## src/design/dtt_ram.sv

```systemverilog
`timescale 1ns / 1ps
`default_nettype none
module dtt_ram #(
	parameter int WIDTH = 8,
	parameter int DEPTH = 32,
	localparam int AW = $clog2(DEPTH)
) (
	input  logic             clk,
	input  logic             we,
	input  logic [AW-1:0]    waddr,
	input  logic [WIDTH-1:0] wdata,
	input  logic             re,
	input  logic [AW-1:0]    raddr,
	output logic [WIDTH-1:0] rdata
);

	logic [WIDTH-1:0] mem [DEPTH];

	// A read at the address being written returns the old contents.
	always_ff @(posedge clk) begin
		if (we) begin
			mem[waddr] <= wdata;
		end
		if (re) begin
			rdata <= mem[raddr];
		end
	end

endmodule
`default_nettype wire

```

## config.mk

```make
export PLATFORM = sky130hd
export DESIGN_NAME = dtt_ram
export DESIGN_NICKNAME = d
export VERILOG_FILES = /design/src/design/dtt_ram.sv
export SDC_FILE = /design/constraint.sdc
export NUM_CORES = 1
export LEC_CHECK = 0
export BUFFER_PORTS_ARGS = -buffer_cell sky130_fd_sc_hd__buf_2
export CAP_MARGIN = 20
export CORE_MARGIN = 4
export CORE_UTILIZATION = 60
export CTS_CLUSTER_SIZE = 40
export DETAILED_ROUTE_END_ITERATION = 7
export PLACE_DENSITY = 0.74
export SLEW_MARGIN = 20
export SYNTH_ARGS = -nofsm -noshare
export SYNTH_HDL_FRONTEND = slang
export SYNTH_SLANG_ARGS = --single-unit
```

## constraint.sdc

```tcl
create_clock -name clk -period 2.7 [get_ports clk]
set_clock_uncertainty 0.15 [all_clocks]
set_input_delay 0.27 -clock clk [delete_from_list [all_inputs] [get_ports clk]]
set_output_delay 0.27 -clock clk [all_outputs]
set_load 0.005 [all_outputs]
```

After elaboration in Yosys (flattened, before gate mapping)
Memory sizes are Yosys's and may differ from the RTL's. A register that Yosys moved wholly into a read port is not among the register bits.
Cells that the tools add are included.
{ "word_totals": {"out_inout_bits": 8, "rom_bits": 0, "mem_bits_rw": 256, "regBits": 0, "word_cells": 3, "latch_bits": 0, "mem_count": 1, "inputBits": 21} }
{ "op_classes": {"bitwise": 0, "shifts": 0, "div": 0, "n_eq_ne": 0, "n_mux": 2, "n_lt_le_gt_ge": 0, "add_sub_neg": 0, "n_reduce_logical": 0, "mul": 0} }
{ "memory_table": {"columns": ["name", "depth", "word_bits", "read_ports", "rd_clocked_by_memory_dff", "write_ports", "line_no", "source"], "rows": [
  ["mem", 32, 8, 1, 1, 1, "17", "logic [WIDTH-1:0] mem [DEPTH];"]
]} }
{ "ops": {"columns": ["cell", "count"], "rows": [
  ["$mux W1", 2]
]} }

Logic depth before layout (Yosys ltp)
{ "logic_depth": {"ltp_word": 2, "mapped_depth": 5, "ltp_nobuf": 3} }

Worst setup path after synthesis
Ideal clock, no wire load.
{ "synth_timing": {"kind": "input to register", "from": "input raddr[2]", "to": "register rdata[0] (read register of mem), data pin", "path_slack_ns": 0.338, "t_arrival_ns": 1.952, "cell_stages": 5, "setup_time_ns": 0.260, "n_path_buf": 2, "required_time_ns": 2.290, "cell_sequence": "clkbuf_1 > clkbuf_1 > mux4_2 > mux4_2 > mux2_2"} }
{ "synth_rtl": {"columns": ["element", "line_no", "source"], "rows": [
  ["start: declaration", "13", "input logic [AW-1:0] raddr,"],
  ["end: declaration", "14", "output logic [WIDTH-1:0] rdata"]
]} }

==> summary.txt <==
Clock network
  – Clk_lat worst skew: 0.52 ns
  – Setup bufs post-CTS: 0
  – Sink Count: 264
  – Longest Clk Path Bufs: 3
  – Number of CTS-inserted buffers: 26
  – Clock-pin slew on the worst setup and hold paths: 0.06 ns
  – CTS tree: done
  – Cts repair resizes: 0
  – Root buffer cell: clkbuf_16
  – Cts hold-fix bufs: 1
  – Max H-tree Level: 1

Synth
  – Post-synth EDFFs: 264
  – Synth Area per Inst: 24.30 µm²
  – Top cell type's share of synthesized area: 0.7823
  – Count leader, synth: edfxtp_1
  – Synthesis Warnings: 0
  – Dominant cells by area after synthesis: edfxtp_1 (78%), mux4_2 (18%), nor2_1 (1.2%), mux2_2 (0.89%), buf_4 (0.44%)
  – Synth Instances: 417
  – Leading register cell type out of synthesis: edfxtp_1
  – Fraction of registers with async set/reset: 0
  – Synthesized area: 10130 µm²
  – Register bit total from synthesis: 264
  – Synth Net Count: 438
  – Synth unique cells: 14
  – Cell taking the most area after synthesis: edfxtp_1
  – Sequential area share after synthesis: 0.7823
  – Post-synth top cells: edfxtp_1 (264), mux4_2 (80), nor2_1 (33), mux2_2 (8)

Timing
  – Fin crit share: 0.7939
  – Final setup violation count: 0
  – Max Freq: 0.4665 GHz
  – Relative slew slack: 0.4363
  – Min Tclk post-route: 2.143 ns
  – RSZ-0062 raised after global routing: false
  – Final hold vios: 0
  – Worst Tran Pin Value: 0.8424 ns
  – Final count of pins violating max slew: 0
  – Worst hold slack: 0.1171 ns
  – TNS Setup: 0 ns

Floorplan
  – Die H: 138.0 µm
  – Die ar.: 19030 µm²
  – # rows: 47
  – Overall die width: 138.0 µm
  – Num ports: 29
  – Initial Util: 0.6111
  – Total core area: 16580 µm²

Setup path
  – Crit path required time: 2.83 ns
  – Crit. Startpoint: mem[22][6]
  – Reg2reg end: rdata[6]
  – CP endpoint kind: flop
  – Critical Path Start Type: flop
  – RR Startpoint: mem[22][6]
  – Critical Path AT: 2.28 ns
  – R2R Setup Slk: 0.56 ns
  – Worst Reg-to-Reg Cells: 3
  – Setup Crit Path Kind: reg -> reg
  – Crit Path Max Fanout: 1
  – Worst setup path end: rdata[6]

Layout
  – Nets@finish: 513
  – Fill cells: 987
  – Post-route insts no fill: 732
  – ANT cells: 0
  – Fin util: 0.7033
  – FF/Latch Area: 7928 µm²
  – Area of the multi-input gates: 2100 µm²
  – Layout cells sized above 1: 0.3750
  – Synth-to-Final Area Change: 15.10%

Drt
  – Final ANT Viol Nets: 0
  – Drt pass-1 iters: 5
  – DRC Markers: 0
  – Mean routed wirelength per cell: 28.53 µm
  – Vias/cell: 6.369
  – Drt initial violations: 640
  – Drt total wl: 20890 µm
  – Vias: 4662

Placed design
  – Buffers on Ports: 28
  – Gpl congestion: 0.7808
  – Placed insts: 683
  – Dpl hpwl: 12720 µm

Pwr
  – P_leak: 3.729 nW
  – Pwr Density: 736.4 nW/µm²
  – Max IR drop VDD: 0.0005905 V

Global routing
  – Grt ovf: 0
  – Vias in the first global route: 4878
  – First-pass GRT wire length: 31210 µm
  – Largest net degree at the start of global routing: 34
  – Initial antenna violation count: 0
  – GRT Overall Usage: 0.2321

Run status
  – Status: finished clean

Min path
  – Tightest Hold Check Type: in -> reg

Run
  – Max-cap violations: 0
==> final cells by class <==
cell class                 count  share of cell area
clock buffer                  31             0.05921
clock inverter                17             0.01352
multi-input combinational    133              0.1800
sequential                   264              0.6797
tap                          220             0.02360
timing repair buffer          67             0.04398
==> logic make-up (layout without fill, tap and decap cells) <==
kind of cell           count (synthesis)  in the layout  synth area share
flip-flops                           264            264            0.7823
buffers and inverters                 20            115           0.01049
multiplexers                          88             88            0.1867
AND/OR/NAND/NOR                       45             45           0.02050
==> flip-flops by register name, indices dropped and copies added (netlist names) <==
| signal | count |
|---|---|
| rdata | 8 |
| mem | 256 |
==> per-stage QoR <==
stage / instance area [µm²] / worst slack (ns) / power, mW
after floorplan: 10130 / 0.3383 / 4.916
after global placement: 10810 / 0.1214 / 5.101
after detailed placement: 10810 / 0.09382 / 5.118
after CTS: 11660 / 0.5491 / 8.625
after global routing: 11660 / 0.5328 / 8.854
final: 11660 / 0.5565 / 8.589
==> metal layers <==
metal  GRT usage  vias to the layer above  wire length, µm
li1            -                     1936                -
met2      0.3552                      208            10160
met5           0                        -                0
met3     0.04499                       30             1690
met4     0.06312                        0              451
met1      0.3535                     2488             8589
==> where the power goes <==
group	switching [mW]	leakage [nW]	total [mW]	internal, mW
Clock	1.45	0.407	3.56	2.10
Combinational	0.241	0.938	0.439	0.198
Sequential	0.0168	2.38	4.59	4.57
==> layout by cell type, fill, tap and decap left out, types with 4 or more instances in the layout <==
master	Yosys	final
buf_12	0	6
buf_2	1	27
buf_4	6	33
clkbuf_1	6	4
clkbuf_16	0	27
clkinv_1	0	9
edfxtp_1	264	264
mux2_2	8	8
mux4_2	80	80
nand3b_1	5	5
nor2_1	33	33
==> worst min-delay path by stage <==
stage,to,slack (ns),from,depth (start not counted)
finish,rdata[6],0.12,raddr[3],2
global route,rdata[6],0.13,raddr[3],2
CTS,rdata[6],0.10,raddr[3],2
detailed placement,rdata[2],0.51,re,1
global placement,rdata[2],0.50,re,1
floorplan,mem[0][0],0.22,wdata[0],0
==> critical path: stages, from the launching register on <==
cell,delay [ns]
edfxtp_1,0.43
mux4_2,0.55
mux4_2,0.50
mux2_2,0.27
No activity file was read; power rests on OpenSTA's default activity.
