File: src/design/dtt_pkg.sv
`timescale 1ns / 1ps
`default_nettype none
package dtt_pkg;

	localparam int DESC_W     = 16;
	localparam int OP_W       = 64;
	localparam int POS_W      = 64;
	localparam int LEN_W      = 31;
	localparam int SEED_W     = 32;
	localparam int LOCK_OUT_W = 8;
	localparam int STATUS_W   = 2;
	localparam int ACTION_W   = 3;

	localparam int S_TDATA_W = 88;
	localparam int S_TUSER_W = ACTION_W;
	localparam int M_TDATA_W = 144;
	localparam int M_TUSER_W = STATUS_W;

	localparam int APB_AW = 3;
	localparam int APB_DW = 32;

	localparam logic REG_BASE_SEED = 1'b0;
	localparam logic REG_AUTO_INC  = 1'b1;

	localparam logic [LEN_W-1:0] LEN_MAX = '1;

	typedef enum logic [ACTION_W-1:0] {
		ACT_REGISTER   = 3'd0,
		ACT_UNREGISTER = 3'd1,
		ACT_LOCK       = 3'd2,
		ACT_UNLOCK     = 3'd3,
		ACT_SET_POS    = 3'd4,
		ACT_ADD_POS    = 3'd5,
		ACT_SET_FUZZED = 3'd6,
		ACT_QUERY      = 3'd7
	} action_t;

	typedef enum logic [STATUS_W-1:0] {
		ST_OK          = 2'd0,
		ST_NOT_WATCHED = 2'd1,
		ST_EXISTS      = 2'd2,
		ST_NO_SLOT     = 2'd3
	} status_t;

	typedef struct packed {
		logic slot_we;
		logic map_we;
		logic map_valid;
		logic use_set;
		logic use_clr;
		logic seed_adv;
	} upd_ctl_t;

	typedef struct packed {
		status_t                 status;
		logic                    watched;
		logic [LOCK_OUT_W-1:0]   lock;
		logic                    active;
		logic [POS_W-1:0]        pos;
		logic [POS_W-1:0]        wstart;
		logic [LEN_W-1:0]        wlen;
		logic [SEED_W-1:0]       seed;
	} rep_in_t;

endpackage
`default_nettype wire

File: src/design/dtt_slot_upd.sv
`timescale 1ns / 1ps
`default_nettype none
module dtt_slot_upd #(
	parameter int LOCK_BITS = 8,
	parameter int SLOT_AW = 5
) (
	input  dtt_pkg::action_t                action,
	input  logic                            inrange,
	input  logic                            have,
	input  logic [SLOT_AW-1:0]              slot_idx,
	input  logic                            free_found,
	input  logic [SLOT_AW-1:0]              free_idx,
	input  logic [dtt_pkg::OP_W-1:0]        operand,
	input  logic                            act_in,
	input  logic [dtt_pkg::SEED_W-1:0]      next_seed,
	input  logic [LOCK_BITS-1:0]            old_locks,
	input  logic                            old_active,
	input  logic [dtt_pkg::POS_W-1:0]       old_pos,
	input  logic [dtt_pkg::POS_W-1:0]       old_wstart,
	input  logic [dtt_pkg::LEN_W-1:0]       old_wlen,
	input  logic [dtt_pkg::SEED_W-1:0]      old_seed,
	output dtt_pkg::upd_ctl_t               ctl,
	output logic [SLOT_AW-1:0]              wr_idx,
	output logic [LOCK_BITS-1:0]            new_locks,
	output logic                            new_active,
	output logic [dtt_pkg::POS_W-1:0]       new_pos,
	output logic [dtt_pkg::POS_W-1:0]       new_wstart,
	output logic [dtt_pkg::LEN_W-1:0]       new_wlen,
	output logic [dtt_pkg::SEED_W-1:0]      new_seed,
	output dtt_pkg::rep_in_t                rep
);
	import dtt_pkg::*;

	logic [LEN_W-1:0] cnt;
	logic             have_rep;
	status_t          status;

	// Fuzzed byte count clamped into the window length range.
	always_comb begin
		if (operand[OP_W-1]) begin
			cnt = '0;
		end else if (operand[OP_W-2:LEN_W] != '0) begin
			cnt = LEN_MAX;
		end else begin
			cnt = operand[LEN_W-1:0];
		end
	end

	always_comb begin
		ctl        = '0;
		wr_idx     = slot_idx;
		new_locks  = old_locks;
		new_active = old_active;
		new_pos    = old_pos;
		new_wstart = old_wstart;
		new_wlen   = old_wlen;
		new_seed   = old_seed;
		have_rep   = have;
		status     = ST_OK;
		case (action)
			ACT_REGISTER: begin
				if (!inrange) begin
					status   = ST_EXISTS;
					have_rep = 1'b0;
				end else if (have) begin
					status = ST_EXISTS;
				end else if (!free_found) begin
					status   = ST_NO_SLOT;
					have_rep = 1'b0;
				end else begin
					ctl.slot_we   = 1'b1;
					ctl.map_we    = 1'b1;
					ctl.map_valid = 1'b1;
					ctl.use_set   = 1'b1;
					ctl.seed_adv  = 1'b1;
					wr_idx        = free_idx;
					new_locks     = '0;
					new_active    = act_in;
					new_pos       = '0;
					new_wstart    = '0;
					new_wlen      = '0;
					new_seed      = next_seed;
					have_rep      = 1'b1;
				end
			end
			default: begin
				if (!have) begin
					status   = ST_NOT_WATCHED;
					have_rep = 1'b0;
				end else begin
					case (action)
						ACT_UNREGISTER: begin
							ctl.map_we  = 1'b1;
							ctl.use_clr = 1'b1;
							have_rep    = 1'b0;
						end
						ACT_LOCK: begin
							ctl.slot_we = 1'b1;
							if (old_locks != '1) begin
								new_locks = old_locks + LOCK_BITS'(1);
							end
						end
						ACT_UNLOCK: begin
							ctl.slot_we = 1'b1;
							if (old_locks != '0) begin
								new_locks = old_locks - LOCK_BITS'(1);
							end
						end
						ACT_SET_POS: begin
							ctl.slot_we = 1'b1;
							new_pos     = operand;
						end
						ACT_ADD_POS: begin
							ctl.slot_we = 1'b1;
							new_pos     = old_pos + operand;
						end
						ACT_SET_FUZZED: begin
							ctl.slot_we = 1'b1;
							// A new window is taken only when the position moved or it grew.
							if (old_pos != old_wstart || cnt > old_wlen) begin
								new_wstart = old_pos;
								new_wlen   = cnt;
							end
						end
						default: begin
						end
					endcase
				end
			end
		endcase
	end

	always_comb begin
		rep.status  = status;
		rep.watched = have_rep;
		rep.lock    = have_rep ? LOCK_OUT_W'(new_locks) : '0;
		rep.active  = have_rep ? new_active : 1'b1;
		rep.pos     = have_rep ? new_pos : '0;
		rep.wstart  = have_rep ? new_wstart : '0;
		rep.wlen    = have_rep ? new_wlen : '0;
		rep.seed    = have_rep ? new_seed : '0;
	end

endmodule
`default_nettype wire

File: config.mk
export PLATFORM = sky130hd
export DESIGN_NAME = dtt_slot_upd
export DESIGN_NICKNAME = d
export VERILOG_FILES = /design/src/design/dtt_pkg.sv /design/src/design/dtt_slot_upd.sv
export SDC_FILE = /design/constraint.sdc
export NUM_CORES = 1
export LEC_CHECK = 0
export BUFFER_PORTS_ARGS = -buffer_cell sky130_fd_sc_hd__buf_4
export CORE_AREA = 2 2 280 282
export DETAILED_ROUTE_END_ITERATION = 8
export DIE_AREA = 0 0 282 284
export PLACE_DENSITY = 0.38
export SYNTH_ARGS = -nofsm -noshare
export SYNTH_HDL_FRONTEND = slang
export SYNTH_SLANG_ARGS = --single-unit
export TNS_END_PERCENT = 30
File: constraint.sdc
create_clock -name vclk -period 5
set_input_delay 0.25 -clock vclk [all_inputs]
set_output_delay 0.25 -clock vclk [all_outputs]
set_load 0.05 [all_outputs]
== Yosys cells after proc, flatten, opt, wreduce, memory -nomap -nowiden ==
Index checks and enable logic that the tools add are counted.
Word-level totals
  register bits: 0
  input port bits: 313
Operators by class
  $lt $le $gt $ge: 1
  add/sub/neg operators: 3
  mux-type cells: 72
  reductions and logical operators: 5
  equality and inequality tests: 8
Operators by type and width (count)
  $mux 64: 14
  $mux 31: 10
  $mux 32: 5
  $pmux 64 s2: 1
  $add 64x64->64: 1
  $mux 8: 8
  $ne 64x64->1: 1
  $reduce_bool 32->1: 1
  $gt 31x31->1: 1
  $mux 5: 4
  $mux 1: 19
  $pmux 8 s2: 1
  $mux 2: 7
  $mux 4: 3
  $eq 3x3->1 const B: 3
  $add 8x1->8 const B: 1
  $ne 8x8->1 const B: 1
  $reduce_bool 8->1: 1
  $sub 8x1->8 const B: 1
  $eq 3x2->1 const B: 2
  $reduce_or 5->1: 1
  $eq 3x1->1 const B: 1
  $logic_not 3->1: 1
  $logic_or 1x1->1: 1

== Longest topological paths before layout ==
  depth after elaboration: 10
  mapped depth: 20

== Least setup slack after synthesis ==
No wires, ideal clock.
  path kind: input-to-output
  start: in operand[37] (netlist name)
  end: out rep[106] (netlist name)
  setup slack: 0.593 ns
  buffers on the path: 4
  stages on the path: 19
  arrival time: 4.157 ns
  required time: 4.750 ns
  cells stage by stage: nor4_1 > nand4_1 > or2_2 > clkbuf_1 > clkbuf_1 > nor2_1 > nor2_1 > ha_1 > and3_1 > a221o_1 > a221o_1 > or2_1 > o221ai_1 > o21ai_1 > nand3_1 > o211a_2 > clkbuf_1 > buf_2 > a22o_1
RTL lines
  start, declared: line dtt_slot_upd.sv:13  | input logic [dtt_pkg::OP_W-1:0] operand,
  end, declared: line dtt_slot_upd.sv:30  | output dtt_pkg::rep_in_t rep

== Final worst setup path ==
  start: in operand[62] (netlist name)
  end: out new_wlen[14] (netlist name)
On the way
  cells in the longest elaborated chain, start to end: 9
Ends and longest elaborated chain
  $reduce_bool 32->1 (*): line dtt_slot_upd.sv:42  | end else if (operand[OP_W-2:LEN_W] != '0) begin
  $mux 31 (*): line dtt_slot_upd.sv:42
  $mux 31 (*): line dtt_slot_upd.sv:40  | if (operand[OP_W-1]) begin
  $gt 31x31->1: line dtt_slot_upd.sv:120  | if (old_pos != old_wstart || cnt > old_wlen) begin
  $logic_or 1x1->1: line dtt_slot_upd.sv:120
  $mux 31 (*): line dtt_slot_upd.sv:120
  $mux 31 (*): line dtt_slot_upd.sv:91  | case (action)
  $mux 31 (*): line dtt_slot_upd.sv:87  | if (!have) begin
  $mux 31 (*): line dtt_slot_upd.sv:60  | case (action)
  end, declared: line dtt_slot_upd.sv:28  | output logic [dtt_pkg::LEN_W-1:0] new_wlen,
Every way passes the cells marked *; elsewhere a longest branch is shown, timed or not.

==> metrics.yaml <==
status: "complete, no violations"
maxSlewHeadroom: 0.281
syn_avg_cell_area_sq_um: 6.64
synthMostInstantiatedCell: "a22o_1"
area_delta_synth_final_pct: 67.7
place_area_sq_um: 17600
fin_crit_ns: 4.79
yosysTopAreaCell: "a22o_1"
grt_pass1_wl_mm: 131
rsz0062_at_grt: "no"
max_stage_delay_ns: 0.40
ant_nets: 0
track_usage: 0.230
fmax_mhz: 209
yosys-top-cells-area: "a22o_1 17%, ha_1 12%, xor2_1 7.2%, nand2_1 5.1%, nor2_1 5.0%"
drive_above_1_share: 0.387
row_count: 102
fp.dieW_um: 282
crit_required_ns: 4.75
portBuffers: 727
syn_nets: 1997
end_kind: "primary output"
core-area_sq_um: 77000
routed_via_density: 4.84
ys_seq_area_frac: 0
die_h_um: 284
fillers: 8793
clkbuf_count: 0
vias: 16100
gp_congestion: 0.914
worstMarginPinSlew_ns: 1.07
crit_path_max_fanout: 34
final_area_sq_um: 17600
grt_max_degree: 64
io_pins: 727
path_cells: "buf_4 -> nor4_1 -> nand4_1 -> or2_4 -> nor2_1 -> nor2_1 -> ha_1 -> and3_1 -> a221o_1 -> a221o_1 -> or2_1 -> o221ai_1 -> o21ai_2 -> nand3_1 -> o21ai_0 -> nand2_4 -> buf_12 -> a22o_1 -> buf_4"
slowest_stage: "a221o_1"
slew_violations: 0
wl_per_cell_um: 29.4
antenna_found_initial: 10
wl_mm: 97.7
place_hpwl_mm: 84.4
initial_core_util: 0.137
setup_viol: 0
cts-hold-fix-buffers: 0
worstPathArrival_ns: 4.54
sequential_cell_total: 0
hold_class: "in2out"
dieArea_sq_um: 80100
syn-instance-count: 1586
first_pass_iters: 7
startpoint_type: "input port"
syn-cell-area_sq_um: 10500
post_cts_buffers: 0
grt_pass1_vias: 16000
yosys_warnings: 0
synth_top_area_frac: 0.167
regArea_sq_um: 0
final-hold-violation-count: 0
drtIter0Drc: 1061
finalCritPeriodShare: 0.958
synth_cell_types: 73
nets: 2685
drc: 0
critical_path_class: "in2out"
synth_commonest_cells: "201 x a22o_1, 144 x nand2_1, 139 x nor2_1, 107 x clkbuf_1, 98 x a21oi_1"
max-cap-violations: 0
overflow: 0
-- placed cells by master (no fill, tap or decap), types with 18 or more instances in the layout --
cell type,synthesis,layout
inv_1,80,79
o21ai_0,76,76
nand2_1,144,143
nand4_1,42,42
nor4_1,30,27
and2_1,71,71
buf_4,3,797
a222oi_1,21,21
a22oi_1,29,29
a21oi_1,98,97
a22o_1,201,200
xor2_1,86,86
a21o_1,59,59
nor3_1,19,18
xnor2_1,33,33
nor2_1,139,137
mux2_2,38,38
ha_1,97,97
-- worst max-delay path: cells and delay by family --
kind                       cells  cell delay (ns)
and+or+nand+nor                9             1.93
AOI/OAI and AO/OA              6             1.46
buffers and inverters          3             0.56
adders and majority gates      1             0.28
-- kinds of logic (layout without fill, tap and decap cells) --
logic type | count (synthesis) | count (layout) | synth area share
buffers and inverters | 202 | 888 | 0.0743
other | 0 | 5 | 0
AND/OR/NAND/NOR | 527 | 527 | 0.246
AO/OA/AOI/OAI | 598 | 598 | 0.419
multiplexers | 42 | 42 | 0.0445
adder cells (fa/ha/maj) | 98 | 98 | 0.117
XOR/XNOR | 119 | 119 | 0.0990
-- path summary, 6_finish.rpt --
check / cells after the start / to / start
worst max-delay path: 19 / new_wlen[14] / operand[62]
worst min-delay path: 3 / wr_idx[1] / slot_idx[1]
-- through the flow --
stage	TNS, ns	hold slack, ns	util	cells	setup WS [ns]
after global placement	-0.0852	0.886	0.229	3312	-0.0347
after floorplan	0	0.796	-	1586	0.593
after global routing	0	0.907	0.229	3316	0.0123
final	0	0.893	0.229	3317	0.208
after CTS	-0.0129	0.893	0.229	3312	-0.0129
after detailed placement	0	0.889	0.229	3312	0.0108
-- routing by layer --
| metal | global-route usage | up-vias | part of all wire |
|---|---|---|---|
| li1 | - | 7351 | - |
| met1 | 0.302 | 7903 | 0.44 |
| met2 | 0.399 | 757 | 0.48 |
| met3 | 0.0354 | 48 | 0.062 |
| met4 | 0.0330 | 2 | 0.014 |
| met5 | 0 | - | 0.00013 |
-- layout make-up --
class | count | area, sq um | area share
Antenna cell | 5 | 12.5 | 0.000709
Multi-Input combinational cell | 1384 | 9830 | 0.557
Inverter | 80 | 300 | 0.0170
Tap cell | 1040 | 1300 | 0.0737
Timing Repair Buffer | 808 | 6200 | 0.351
-- what timing repair did --
item / in CTS / in global routing
pin swaps: 0 / 0
gates resized for setup: 2 / 5
setup endpoints to repair: 2 / 185
