File: config.mk
export PLATFORM = sky130hd
export DESIGN_NAME = dtt_report
export DESIGN_NICKNAME = d
export VERILOG_FILES = /design/src/design/dtt_pkg.sv /design/src/design/dtt_report.sv
export SDC_FILE = /design/constraint.sdc
export NUM_CORES = 1
export LEC_CHECK = 0
export BUFFER_PORTS_ARGS = -buffer_cell sky130_fd_sc_hd__buf_4
export CAP_MARGIN = 15
export CORE_MARGIN = 1
export CORE_UTILIZATION = 45
export DETAILED_ROUTE_END_ITERATION = 8
export HOLD_SLACK_MARGIN = 0.1
export PLACE_DENSITY_LB_ADDON = 0.12
export SETUP_SLACK_MARGIN = 0.2
export SLEW_MARGIN = 25
export SYNTH_ARGS = -nofsm -noshare
export SYNTH_HDL_FRONTEND = slang
export SYNTH_SLANG_ARGS = --single-unit
File: constraint.sdc
create_clock -name clk -period 9.3 [get_ports clk]
set_input_delay 0.465 -clock clk [delete_from_list [all_inputs] [get_ports clk]]
set_output_delay 0.465 -clock clk [all_outputs]
set_load 0.05 [all_outputs]
File: src/design/dtt_pkg.sv
`timescale 1ns / 1ps
`default_nettype none
package dtt_pkg;

	localparam int DESC_W     = 16;
	localparam int OP_W       = 64;
	localparam int POS_W      = 64;
	localparam int LEN_W      = 31;
	localparam int SEED_W     = 32;
	localparam int LOCK_OUT_W = 8;
	localparam int STATUS_W   = 2;
	localparam int ACTION_W   = 3;

	localparam int S_TDATA_W = 88;
	localparam int S_TUSER_W = ACTION_W;
	localparam int M_TDATA_W = 144;
	localparam int M_TUSER_W = STATUS_W;

	localparam int APB_AW = 3;
	localparam int APB_DW = 32;

	localparam logic REG_BASE_SEED = 1'b0;
	localparam logic REG_AUTO_INC  = 1'b1;

	localparam logic [LEN_W-1:0] LEN_MAX = '1;

	typedef enum logic [ACTION_W-1:0] {
		ACT_REGISTER   = 3'd0,
		ACT_UNREGISTER = 3'd1,
		ACT_LOCK       = 3'd2,
		ACT_UNLOCK     = 3'd3,
		ACT_SET_POS    = 3'd4,
		ACT_ADD_POS    = 3'd5,
		ACT_SET_FUZZED = 3'd6,
		ACT_QUERY      = 3'd7
	} action_t;

	typedef enum logic [STATUS_W-1:0] {
		ST_OK          = 2'd0,
		ST_NOT_WATCHED = 2'd1,
		ST_EXISTS      = 2'd2,
		ST_NO_SLOT     = 2'd3
	} status_t;

	typedef struct packed {
		logic slot_we;
		logic map_we;
		logic map_valid;
		logic use_set;
		logic use_clr;
		logic seed_adv;
	} upd_ctl_t;

	typedef struct packed {
		status_t                 status;
		logic                    watched;
		logic [LOCK_OUT_W-1:0]   lock;
		logic                    active;
		logic [POS_W-1:0]        pos;
		logic [POS_W-1:0]        wstart;
		logic [LEN_W-1:0]        wlen;
		logic [SEED_W-1:0]       seed;
	} rep_in_t;

endpackage
`default_nettype wire

File: src/design/dtt_report.sv
`timescale 1ns / 1ps
`default_nettype none
module dtt_report (
	input  logic                            clk,
	input  logic                            arst_n,
	input  logic                            in_valid,
	output logic                            in_ready,
	input  dtt_pkg::rep_in_t                in_rep,
	output logic                            m_axis_tvalid,
	input  logic                            m_axis_tready,
	output logic [dtt_pkg::M_TDATA_W-1:0]   m_axis_tdata,
	output logic [dtt_pkg::M_TUSER_W-1:0]   m_axis_tuser
);
	import dtt_pkg::*;

	typedef struct packed {
		status_t               status;
		logic                  watched;
		logic [LOCK_OUT_W-1:0] lock;
		logic                  active;
		logic [POS_W-1:0]      pos;
		logic [SEED_W-1:0]     seed;
		logic                  ge;
		logic                  hi_zero;
		logic [LEN_W-1:0]      d_lo;
		logic [LEN_W-1:0]      wlen;
	} win_t;

	logic             s3_v_q;
	rep_in_t          rep_s3;
	logic             s4_v_q;
	win_t             win_s4;
	logic             out_v_q;
	logic [M_TDATA_W-1:0] tdata_q;
	logic [M_TUSER_W-1:0] tuser_q;

	logic             out_ld;
	logic             s4_free;
	logic             s3_mv;
	logic [POS_W:0]   diff;
	logic [LEN_W:0]   rem;
	logic [LEN_W-1:0] left;
	win_t             win_d;

	assign out_ld   = s4_v_q && (!out_v_q || m_axis_tready);
	assign s4_free  = !s4_v_q || out_ld;
	assign s3_mv    = s3_v_q && s4_free;
	assign in_ready = !s3_v_q || s3_mv;

	// Signed distance from the window start; never overflows at 65 bits.
	always_comb begin
		diff           = {rep_s3.pos[POS_W-1], rep_s3.pos}
			- {rep_s3.wstart[POS_W-1], rep_s3.wstart};
		win_d.status   = rep_s3.status;
		win_d.watched  = rep_s3.watched;
		win_d.lock     = rep_s3.lock;
		win_d.active   = rep_s3.active;
		win_d.pos      = rep_s3.pos;
		win_d.seed     = rep_s3.seed;
		win_d.ge       = !diff[POS_W];
		win_d.hi_zero  = diff[POS_W-1:LEN_W] == '0;
		win_d.d_lo     = diff[LEN_W-1:0];
		win_d.wlen     = rep_s3.wlen;
	end

	always_comb begin
		rem  = {1'b0, win_s4.wlen} - {1'b0, win_s4.d_lo};
		left = (win_s4.ge && win_s4.hi_zero && !rem[LEN_W]) ? rem[LEN_W-1:0] : '0;
	end

	always_ff @(posedge clk or negedge arst_n) begin
		if (!arst_n) begin
			s3_v_q  <= 1'b0;
			s4_v_q  <= 1'b0;
			out_v_q <= 1'b0;
		end else begin
			if (in_valid && in_ready) begin
				s3_v_q <= 1'b1;
			end else if (s3_mv) begin
				s3_v_q <= 1'b0;
			end
			if (s3_mv) begin
				s4_v_q <= 1'b1;
			end else if (out_ld) begin
				s4_v_q <= 1'b0;
			end
			if (out_ld) begin
				out_v_q <= 1'b1;
			end else if (m_axis_tready) begin
				out_v_q <= 1'b0;
			end
		end
	end

	always_ff @(posedge clk) begin
		if (in_valid && in_ready) begin
			rep_s3 <= in_rep;
		end
		if (s3_mv) begin
			win_s4 <= win_d;
		end
		if (out_ld) begin
			tdata_q <= M_TDATA_W'({win_s4.seed, left, win_s4.pos, win_s4.active,
				win_s4.lock, win_s4.watched});
			tuser_q <= win_s4.status;
		end
	end

	assign m_axis_tvalid = out_v_q;
	assign m_axis_tdata  = tdata_q;
	assign m_axis_tuser  = tuser_q;

endmodule
`default_nettype wire

# Yosys cells after proc, flatten, opt, wreduce, memory -nomap -nowiden

Cells that the tools add are included.

Bits in registers: 517
Input bits: 207
Output and inout bits: 148
Word-level logic and storage cells: 49

Add/sub/neg operators: 2
Mux-type cells: 6
Reduce and logical (&&, ||, !) cells: 17

Operator list:

| operator                     | count |
|---|---|
| subtractor 64 x 64 -> 65 bit | 1 |
| zero test 33 bit             | 1 |
| subtractor 31 x 31 -> 32 bit | 1 |
| 2-to-1 mux 1 bit             | 6 |
| nonzero test 2 bit           | 3 |
| logical AND 1 bit            | 5 |
| zero test 1 bit              | 5 |
| logical OR 1 bit             | 3 |

# Depth between registers and ports, before layout

Gate-level depths: netlist (run 1).

Depth in word-level cells: 8
Mapped depth: 14
Mapped depth without buffers: 14

# Worst setup path after synthesis (run 1)

OpenSTA, ideal clock, no wires.

Path kind: register to register
From: register out_v_q (netlist: m_axis_tvalid)
To: register rep_s3[0] in the netlist's numbering (enable)
Setup time: 0.588 ns
Arrival: 5.890 ns
Required time: 8.712 ns
Slack: 2.823 ns
Cell stages (with the launch flop): 4
Path buffers: 0
Period minus slack after synthesis: 6.477 ns
Path through: dfrtp_1 -> nor2b_1 -> nand3_1 -> and2_1

Cells in the longest elaborated chain, start to end: 7

Ends and longest elaborated chain:

| what                   | line             | RTL |
|---|---|---|
| from (decl)            | dtt_report.sv:33 | `logic out_v_q;` |
| from (signal assigned) | dtt_report.sv:75 | `out_v_q <= 1'b0;` |
| from (signal assigned) | dtt_report.sv:88 | `out_v_q <= 1'b1;` |
| from (signal assigned) | dtt_report.sv:90 | `out_v_q <= 1'b0;` |
| zero test 1 bit        | dtt_report.sv:45 | `assign out_ld = s4_v_q && (!out_v_q \|\| m_axis_tready);` |
| logical OR 1 bit       | dtt_report.sv:45 |  |
| logical AND 1 bit      | dtt_report.sv:45 |  |
| logical OR 1 bit       | dtt_report.sv:46 | `assign s4_free = !s4_v_q \|\| out_ld;` |
| logical AND 1 bit      | dtt_report.sv:47 | `assign s3_mv = s3_v_q && s4_free;` |
| logical OR 1 bit       | dtt_report.sv:48 | `assign in_ready = !s3_v_q \|\| s3_mv;` |
| via in_ready           | dtt_report.sv:7  | `output logic in_ready,` |
| logical AND 1 bit      | dtt_report.sv:96 | `if (in_valid && in_ready) begin` |
| to (signal assigned)   | dtt_report.sv:97 | `rep_s3 <= in_rep;` |
| to (decl)              | dtt_report.sv:30 | `rep_in_t rep_s3;` |

The timed path passes the listed nets, and every way through them passes these cells.
A chain may end at the register's enable or synchronous reset.

==> reports/metrics.yaml, run 1 <==
critical_path:
  slowest_stage: "a2111o_1"
  arrival_ps: 4280
  cp_max_fo: 5
  critPathTopFamily: "compound AO/OA/AOI/OAI gates"
  path_class: "flop to flop"
  end_kind: "flop"
  reg2reg_from: "rep_s3[127]$_DFFE_PP_"
  max_stage_delay_ps: 470
  crit_cells: 13
  cp-start-kind: "flop"
  reg2regPathDepth: 13
  reg2reg_slack_ps: 5440
  cp_cell_sequence: "inv_1 > ha_1 > fa_1 > nand2b_1 > a21o_1 > nand3_1 > a2111o_1 > a21boi_2 > o21ba_2 > mux2_2 > nor4_2 > nand4_1 > nor4_2"
  crit_required_ps: 9720
  path_buf_inv: 1
  timing.rr.end: "win_s4[62]$_DFFE_PP_"
  path_common_cell: "nor4_2"
timing:
  finalCritPeriodShare_pct: 41.46
  hold_viol_final: 0
  tns_ps: 0
  worst_slew_pin_slew_ps: 1004
  maxSlewHeadroom_pct: 33.05
  post-route-min-period_ps: 3856
  slew_viol_final: 0
  fin_hold_ws_ps: 183.3
  rsz0062_at_grt: "no"
  skew_ps: 17.08
  fmax_mhz: 259.4
  setup_viol_count_final: 0
cts:
  root_buffer: "clkbuf_16"
  cts_buffers: 53
  cts_tree: "yes"
  htree_levels: 2
  post_cts_buffers: 0
  clk_path_buf_depth: 3
  cts_sinks: 517
  clk_latency_ps: 590
  path_clk_slew_ps: 60
layout:
  design_area_sq_mm: 0.02891
  drive_above_1_share_pct: 22.77
  num-nets-final: 2379
  area.growth.synth_to_final_pct: 31.78
  ff_latch_area_sq_mm: 0.01551
  multi_input_area_sq_mm: 0.005756
  fill_cells: 3781
detailed_routing:
  routed-via-count: 13940
  viasPerCell: 5.101
  drtIter0Drc: 902
  drc: 0
  routed_wl_microns: 50790
  ant_nets: 0
  post_drt_wl_per_cell_microns: 18.58
  drtPass1Iterations: 5
synthesis:
  synthTopCellsByArea: "edfxtp_1, ha_1, a21oi_1"
  syn_avg_cell_area_sq_um: 14.64
  synth-edff-count: 514
  synth_common_cells: "edfxtp_1, inv_1, a21oi_1"
  ys_types: 89
  async_flop_share_pct: 0.5803
  synth_ff_type: "edfxtp_1"
  synth_top_area_cell: "edfxtp_1"
  synth.most_common_cell: "edfxtp_1"
  ys_warn_count: 0
  synth.cell_area_sq_mm: 0.02194
  synth_top_area_share_pct: 70.36
  yosys_register_bits: 517
  ys_seq_area_share_pct: 70.70
  syn-instance-count: 1498
floorplanning:
  rows: 80
  design.die.area_sq_mm: 0.04964
  ioPinCount: 355
  fp.dieH_microns: 222.8
  initial_core_util_pct: 45.75
  core-area_sq_mm: 0.04795
  dieWidth_microns: 222.8
place:
  placed_area_sq_mm: 0.02517
  hpwl_microns: 35850
  port-buffer-count: 347
  gp_congestion: 0.8820
flow_run:
  cap_viol_max_count: 0
grt:
  grt_pass1_wl_microns: 78860
  gr-total-overflow: 0
  grt_usage_pct: 20.50
  antenna_found_initial: 1
  grt_max_degree: 77
  grt_pass1_vias: 14190
run_status:
  status: "finished clean"
hold_path:
  min-delay-start: "m_axis_tready"
  hold_class: "input port to flop"
  hold_depth: 4
  hold_path_end: "s4_v_q$_DFFE_PN0P_"
power_and_ir_drop:
  pwr_density_cell_mw_per_mm2: 215.8
  finalPower_mw: 6.238
  leakagePower_nw: 11.38
  irDropWorstVdd_mv: 0.1612
[cell families (layout without fill, tap and decap cells)]
kind of cell	Yosys count	after routing	share of synthesized area (%)
xor gates and xnor gates	60	60	2.395
AOI/OAI and AO/OA	322	322	10.14
buffers and inverters	167	780	3.245
other	1	8	0.01709
muxes	8	8	0.4163
adders and majority gates	97	97	5.601
and+or+nand+nor	326	326	7.483
DFF	517	517	70.70
[worst max path at each step]
stage	from	end	slack [ps]
after global routing	rep_s3[64]$_DFFE_PP_	win_s4[62]$_DFFE_PP_	5100
after floorplan	m_axis_tvalid$_DFFE_PN0P_	rep_s3[0]$_DFFE_PP_	2820
after detailed placement	win_s4[32]$_DFFE_PP_	m_axis_tdata[76]$_SDFFCE_PN0P_	5460
after global placement	win_s4[32]$_DFFE_PP_	m_axis_tdata[76]$_SDFFCE_PN0P_	5280
final	rep_s3[127]$_DFFE_PP_	win_s4[62]$_DFFE_PP_	5440
after CTS	rep_s3[63]$_DFFE_PP_	win_s4[62]$_DFFE_PP_	5400
[routing by layer]
layer | GRT usage (%) | vias up | part of all wire, %
li1 | - | 6779 | -
met1 | 29.32 | 6701 | 47
met2 | 32.11 | 390 | 46
met3 | 4.099 | 72 | 4.9
met4 | 5.117 | 0 | 1.9
met5 | 0 | - | 0
[report_power, final]
group / switching (mW) / internal [mW] / total, mW
clock network: 0.866 / 1.20 / 2.07
logic: 0.797 / 0.464 / 1.26
registers: 0.0692 / 2.84 / 2.91
total: 1.73 / 4.51 / 6.24
[cell usage in the layout (no fill, tap or decap), types with 12 or more instances in the layout]
| cell type | instances |
|---|---|
| ha_1 | 95 |
| xnor2_1 | 38 |
| clkbuf_1 | 12 |
| o21ai_1 | 15 |
| o21a_1 | 17 |
| a21o_1 | 34 |
| buf_4 | 354 |
| clkbuf_16 | 54 |
| nand2_1 | 83 |
| nor2b_1 | 21 |
| nand4_1 | 38 |
| xor2_1 | 22 |
| nand3_1 | 16 |
| nor2_1 | 83 |
| edfxtp_1 | 514 |
| nand2b_1 | 13 |
| o21ai_0 | 53 |
| clkinv_2 | 12 |
| inv_1 | 123 |
| dlygate4sd3_1 | 205 |
| nor3_1 | 18 |
| a21oi_1 | 96 |
[per-stage QoR]
stage          setup WS (ps)  std cells  util [%]
2_1_floorplan           2823       1504         -
3_3_place_gp            5276       2429     52.46
3_5_place_dp            5456       2430     52.49
4_1_cts                 5397       2732     60.29
5_1_grt                 5101       2733     60.29
6_report                5444       2733     60.29
[flip-flops by register name, summed over array words and instances, names as in the netlist]
name,cells
m_axis_tdata,137
m_axis_tuser,2
win_s4,172
s3_v_q,1
m_axis_tvalid,1
rep_s3,203
s4_v_q,1
[tightest hold or removal path, cell delays in order]
cell and delay (ps):
buf_4 80, nor2b_1 40, nand2_1 80, nand2b_1 60
[layout make-up]
| cell class | count | area share (%) |
|---|---|---|
| Sequential cell | 517 | 53.65 |
| Clock inverter | 31 | 1.013 |
| Tap cell | 615 | 2.662 |
| Inverter | 123 | 1.597 |
| Clock buffer | 66 | 4.830 |
| Antenna cell | 1 | 0.008656 |
| Multi-Input combinational cell | 820 | 19.91 |
| Timing Repair Buffer | 560 | 16.33 |
[timing repair]
| action | 4_1_cts | 5_1_grt |
|---|---|---|
| gates resized for setup | 0 | 0 |
| endpoints found under the hold margin | 207 | 0 |
| hold buffers | 205 | 0 |
(Power assumes the default switching activity.)
==> run 2: changes to the inputs <==
- ABC_AREA: unset -> 1
- clock period: 9.3 -> 3.3 ns (I/O delays scaled with it)
==> run 2 against run 1 <==
Effect of this change: cell count rose by 32%; area after synthesis rose by 8.7%; worst setup slack got worse by 5000 ps; critical endpoint unchanged; largest power group unchanged; hold slack better by 71 ps; clock power grew to 2.9 times the previous value; global-route usage up 3.3 points; design area increased by 9.1%.
==> reports/metrics.yaml, run 2 <==
synthesis:
  syn-instance-count: 2243  # +50%
  synth_common_cells: "nand2_1, edfxtp_1, inv_1"
  ys_types: 46  # -48%
  synth_top_family_by_area: "simple AND/OR/NAND/NOR gates"
  syn_avg_cell_area_sq_um: 10.63  # -27%
  ys_seq_area_share_pct: 65.03  # -5.7 points
  synth.most_common_cell: "nand2_1"
  synth-compound-area-share_pct: 3.782  # -6.4 points
  synth_ff_type: "edfxtp_1"
  synth-edff-count: 514  # unchanged
  synthMuxAreaShare_pct: 0  # -0.42 points
  synth.cell_area_sq_mm: 0.02385  # +8.7%
  synth_top_area_share_pct: 64.72  # -5.6 points
  synth_top_area_cell: "edfxtp_1"
  ys_warn_count: 0  # unchanged
  synth-simple-area-share_pct: 17.11  # +9.6 points
  synthTopCellsByArea: "edfxtp_1, nand2_1, inv_1"
  async_flop_share_pct: 0.5803  # unchanged
  synth_xor_area_share_pct: 1.653  # -0.74 points
  yosys_register_bits: 517  # unchanged
  synthAdderAreaFrac_pct: 5.152  # -0.45 points
timing:
  post-route-min-period_ps: 2860  # -995.3 ps
  hold_viol_final: 0  # unchanged
  skew_ps: 35.83  # +18.75 ps
  finalCritPeriodShare_pct: 86.68  # +45 points
  worst_slew_pin_slew_ps: 985.3  # -18.90 ps
  maxSlewHeadroom_pct: 34.18  # +1.1 points
  slew_viol_final: 0  # unchanged
  fin_ws_ps: 439.6  # -5005 ps
  rsz0062_at_grt: "no"
  fmax_mhz: 349.6  # +35%
  setup_viol_count_final: 0  # unchanged
layout:
  num-nets-final: 3182  # +34%
  antenna_cells: 0  # -1
  ff_latch_area_sq_mm: 0.01551  # about the same
  most-common-layout-cells: "nand2_1, edfxtp_1, inv_1, buf_4, dlygate4sd3_1"
  largest_register: "rep_s3"
  final-instance-count-excl-fill: 3609  # +32%
  multi_input_area_sq_mm: 0.006680  # +16%
  layout_commonest_cell: "nand2_1"
  drive_above_1_share_pct: 18.73  # -4.0 points
  area.growth.synth_to_final_pct: 32.19
  fill_cells: 4342  # +15%
  largest_register_ffs: 203  # unchanged
floorplanning:
  initial_core_util_pct: 45.48  # -0.28 points
  design.die.area_sq_mm: 0.05393  # +8.6%
  dieWidth_microns: 232.2  # +4.2%
  ioPinCount: 355  # unchanged
  rows: 84  # +5.0%
  fp.dieH_microns: 232.2  # +4.2%
  core-area_sq_mm: 0.05245  # +9.4%
grt:
  grt_pass1_wl_microns: 96260  # +22%
  antenna_found_initial: 0  # -1
  grt_usage_pct: 23.81  # +3.3 points
  grt_pass1_vias: 17080  # +20%
  grt_max_degree: 90  # +17%
  gr-total-overflow: 0  # unchanged
cts:
  cts_sinks: 517  # unchanged
  path_clk_slew_ps: 60  # about the same
  root_buffer: "clkbuf_16"
  cts_buffers: 52  # -1.9%
  cts_tree: "yes"
  clk_latency_ps: 620  # +30 ps
  clk_path_buf_depth: 3  # unchanged
  htree_levels: 2  # unchanged
power_and_ir_drop:
  irDropWorstVdd_mv: 0.4937  # +210%
  leakagePower_nw: 14.28  # +25%
  pwr_density_cell_mw_per_mm2: 676.5  # +210%
flow_run:
  cap_viol_max_count: 0  # unchanged
hold_path:
  hold_class: "input port to flop"
critical_path:
  reg2reg_slack_ps: 440  # -5000 ps
  crit_required_ps: 3780  # -5940 ps
  cp_max_fo: 4  # -1
  cp-start-kind: "flop"
  reg2reg_from: "rep_s3[63]$_DFFE_PP_"
  end_kind: "flop"
  endpoint: "win_s4[62]$_DFFE_PP_"
  reg2regPathDepth: 17  # +4
  startpoint: "rep_s3[63]$_DFFE_PP_"
  path_class: "flop to flop"
  arrival_ps: 3340  # -940 ps
  timing.rr.end: "win_s4[62]$_DFFE_PP_"
detailed_routing:
  ant_nets: 0  # unchanged
  drtPass1Iterations: 5  # unchanged
  post_drt_wl_per_cell_microns: 17.85  # -4.0%
  viasPerCell: 4.771  # -6.5%
  routed-via-count: 17220  # +24%
  drtIter0Drc: 1025  # +14%
  drc: 0  # unchanged
  routed_wl_microns: 64410  # +27%
place:
  port-buffer-count: 347  # unchanged
  preCtsSetupSlack_ps: 350.2  # -5105 ps
  gp_congestion: 0.9711  # +10%
  hpwl_microns: 49340  # +38%
  numPlacedInstances: 3303  # +36%
run_status:
  status: "finished clean"
## run 2: worst min-delay path by stage
stage / slack [ps] / depth (start not counted) / end / startpoint
6_report: 250 / 2 / rep_s3[36]$_DFFE_PP_ / in_rep[36]
5_1_grt: 240 / 2 / rep_s3[82]$_DFFE_PP_ / in_rep[82]
4_1_cts: 220 / 2 / rep_s3[94]$_DFFE_PP_ / in_rep[94]
3_5_place_dp: -40 / 1 / s3_v_q$_DFFE_PN0P_ / arst_n
3_3_place_gp: -40 / 1 / s3_v_q$_DFFE_PN0P_ / arst_n
2_1_floorplan: -130 / 0 / m_axis_tvalid$_DFFE_PN0P_ / arst_n
## run 2: metal layers
layer	vias up	part of all wire [%]	track usage, %
met1	8022	46	33.35
met2	498	47	38.59
met4	0	2.8	7.669
met5	-	0	0
li1	8599	-	-
met3	100	5.1	2.812
## run 2: power by group
part / switching (mW) / leakage (nW) / internal [mW]
clock network: 2.58 / 0.861 / 3.49
registers: 0.340 / 5.00 / 8.60
logic: 4.35 / 8.41 / 1.98
total: 7.27 / 14.3 / 14.1
## run 2: critical path, cell delays in order, from the launching register on
cell and delay [ps]:
edfxtp_1 370, ha_1 250, fa_1 420, inv_1 120, nand3_1 80, nand2_1 130
nand3_1 100, nand3_2 200, nand2_1 110, nand2_2 140, nand2_1 90, nand3_1 90
nand2_1 60, nor2_1 190, nand2_1 100, nor2_1 110, nand3_1 80, nor2_1 90
## run 2: repair_timing
action / 4_1_cts / 5_1_grt
buffers inserted: 0 / 0
endpoints found under the setup margin: 0 / 1
hold endpoints to repair: 209 / 0
resized for setup: 0 / 4
hold buffers: 209 / 0
## run 2: area by class of cell
type,count,area share [%]
Multi-Input combinational cell,1279,21.19
Sequential cell,517,49.20
Timing Repair Buffer,585,15.95
Clock inverter,39,1.441
Clock buffer,58,4.199
Tap cell,688,2.730
Inverter,443,5.298
## run 2: through the flow
stage | TNS [ps] | hold slack (ps) | power, mW | util, % | area, sq um
2_1_floorplan | -343020 | -130.6 | 13.09 | - | 23920
3_3_place_gp | 0 | -42.36 | 15.16 | 52.72 | 27650
3_5_place_dp | 0 | -38.24 | 15.18 | 52.72 | 27650
4_1_cts | 0 | 222.8 | 21.51 | 60.09 | 31520
5_1_grt | 0 | 238.0 | 22.36 | 60.12 | 31530
6_report | 0 | 254.3 | 21.33 | 60.12 | 31530
## run 2: cell families after synthesis
kind of cell	count (synthesis)
other	1
xor gates and xnor gates	45
buffers and inverters	453
and+or+nand+nor	972
DFF	517
AOI/OAI and AO/OA	158
adders and majority gates	97
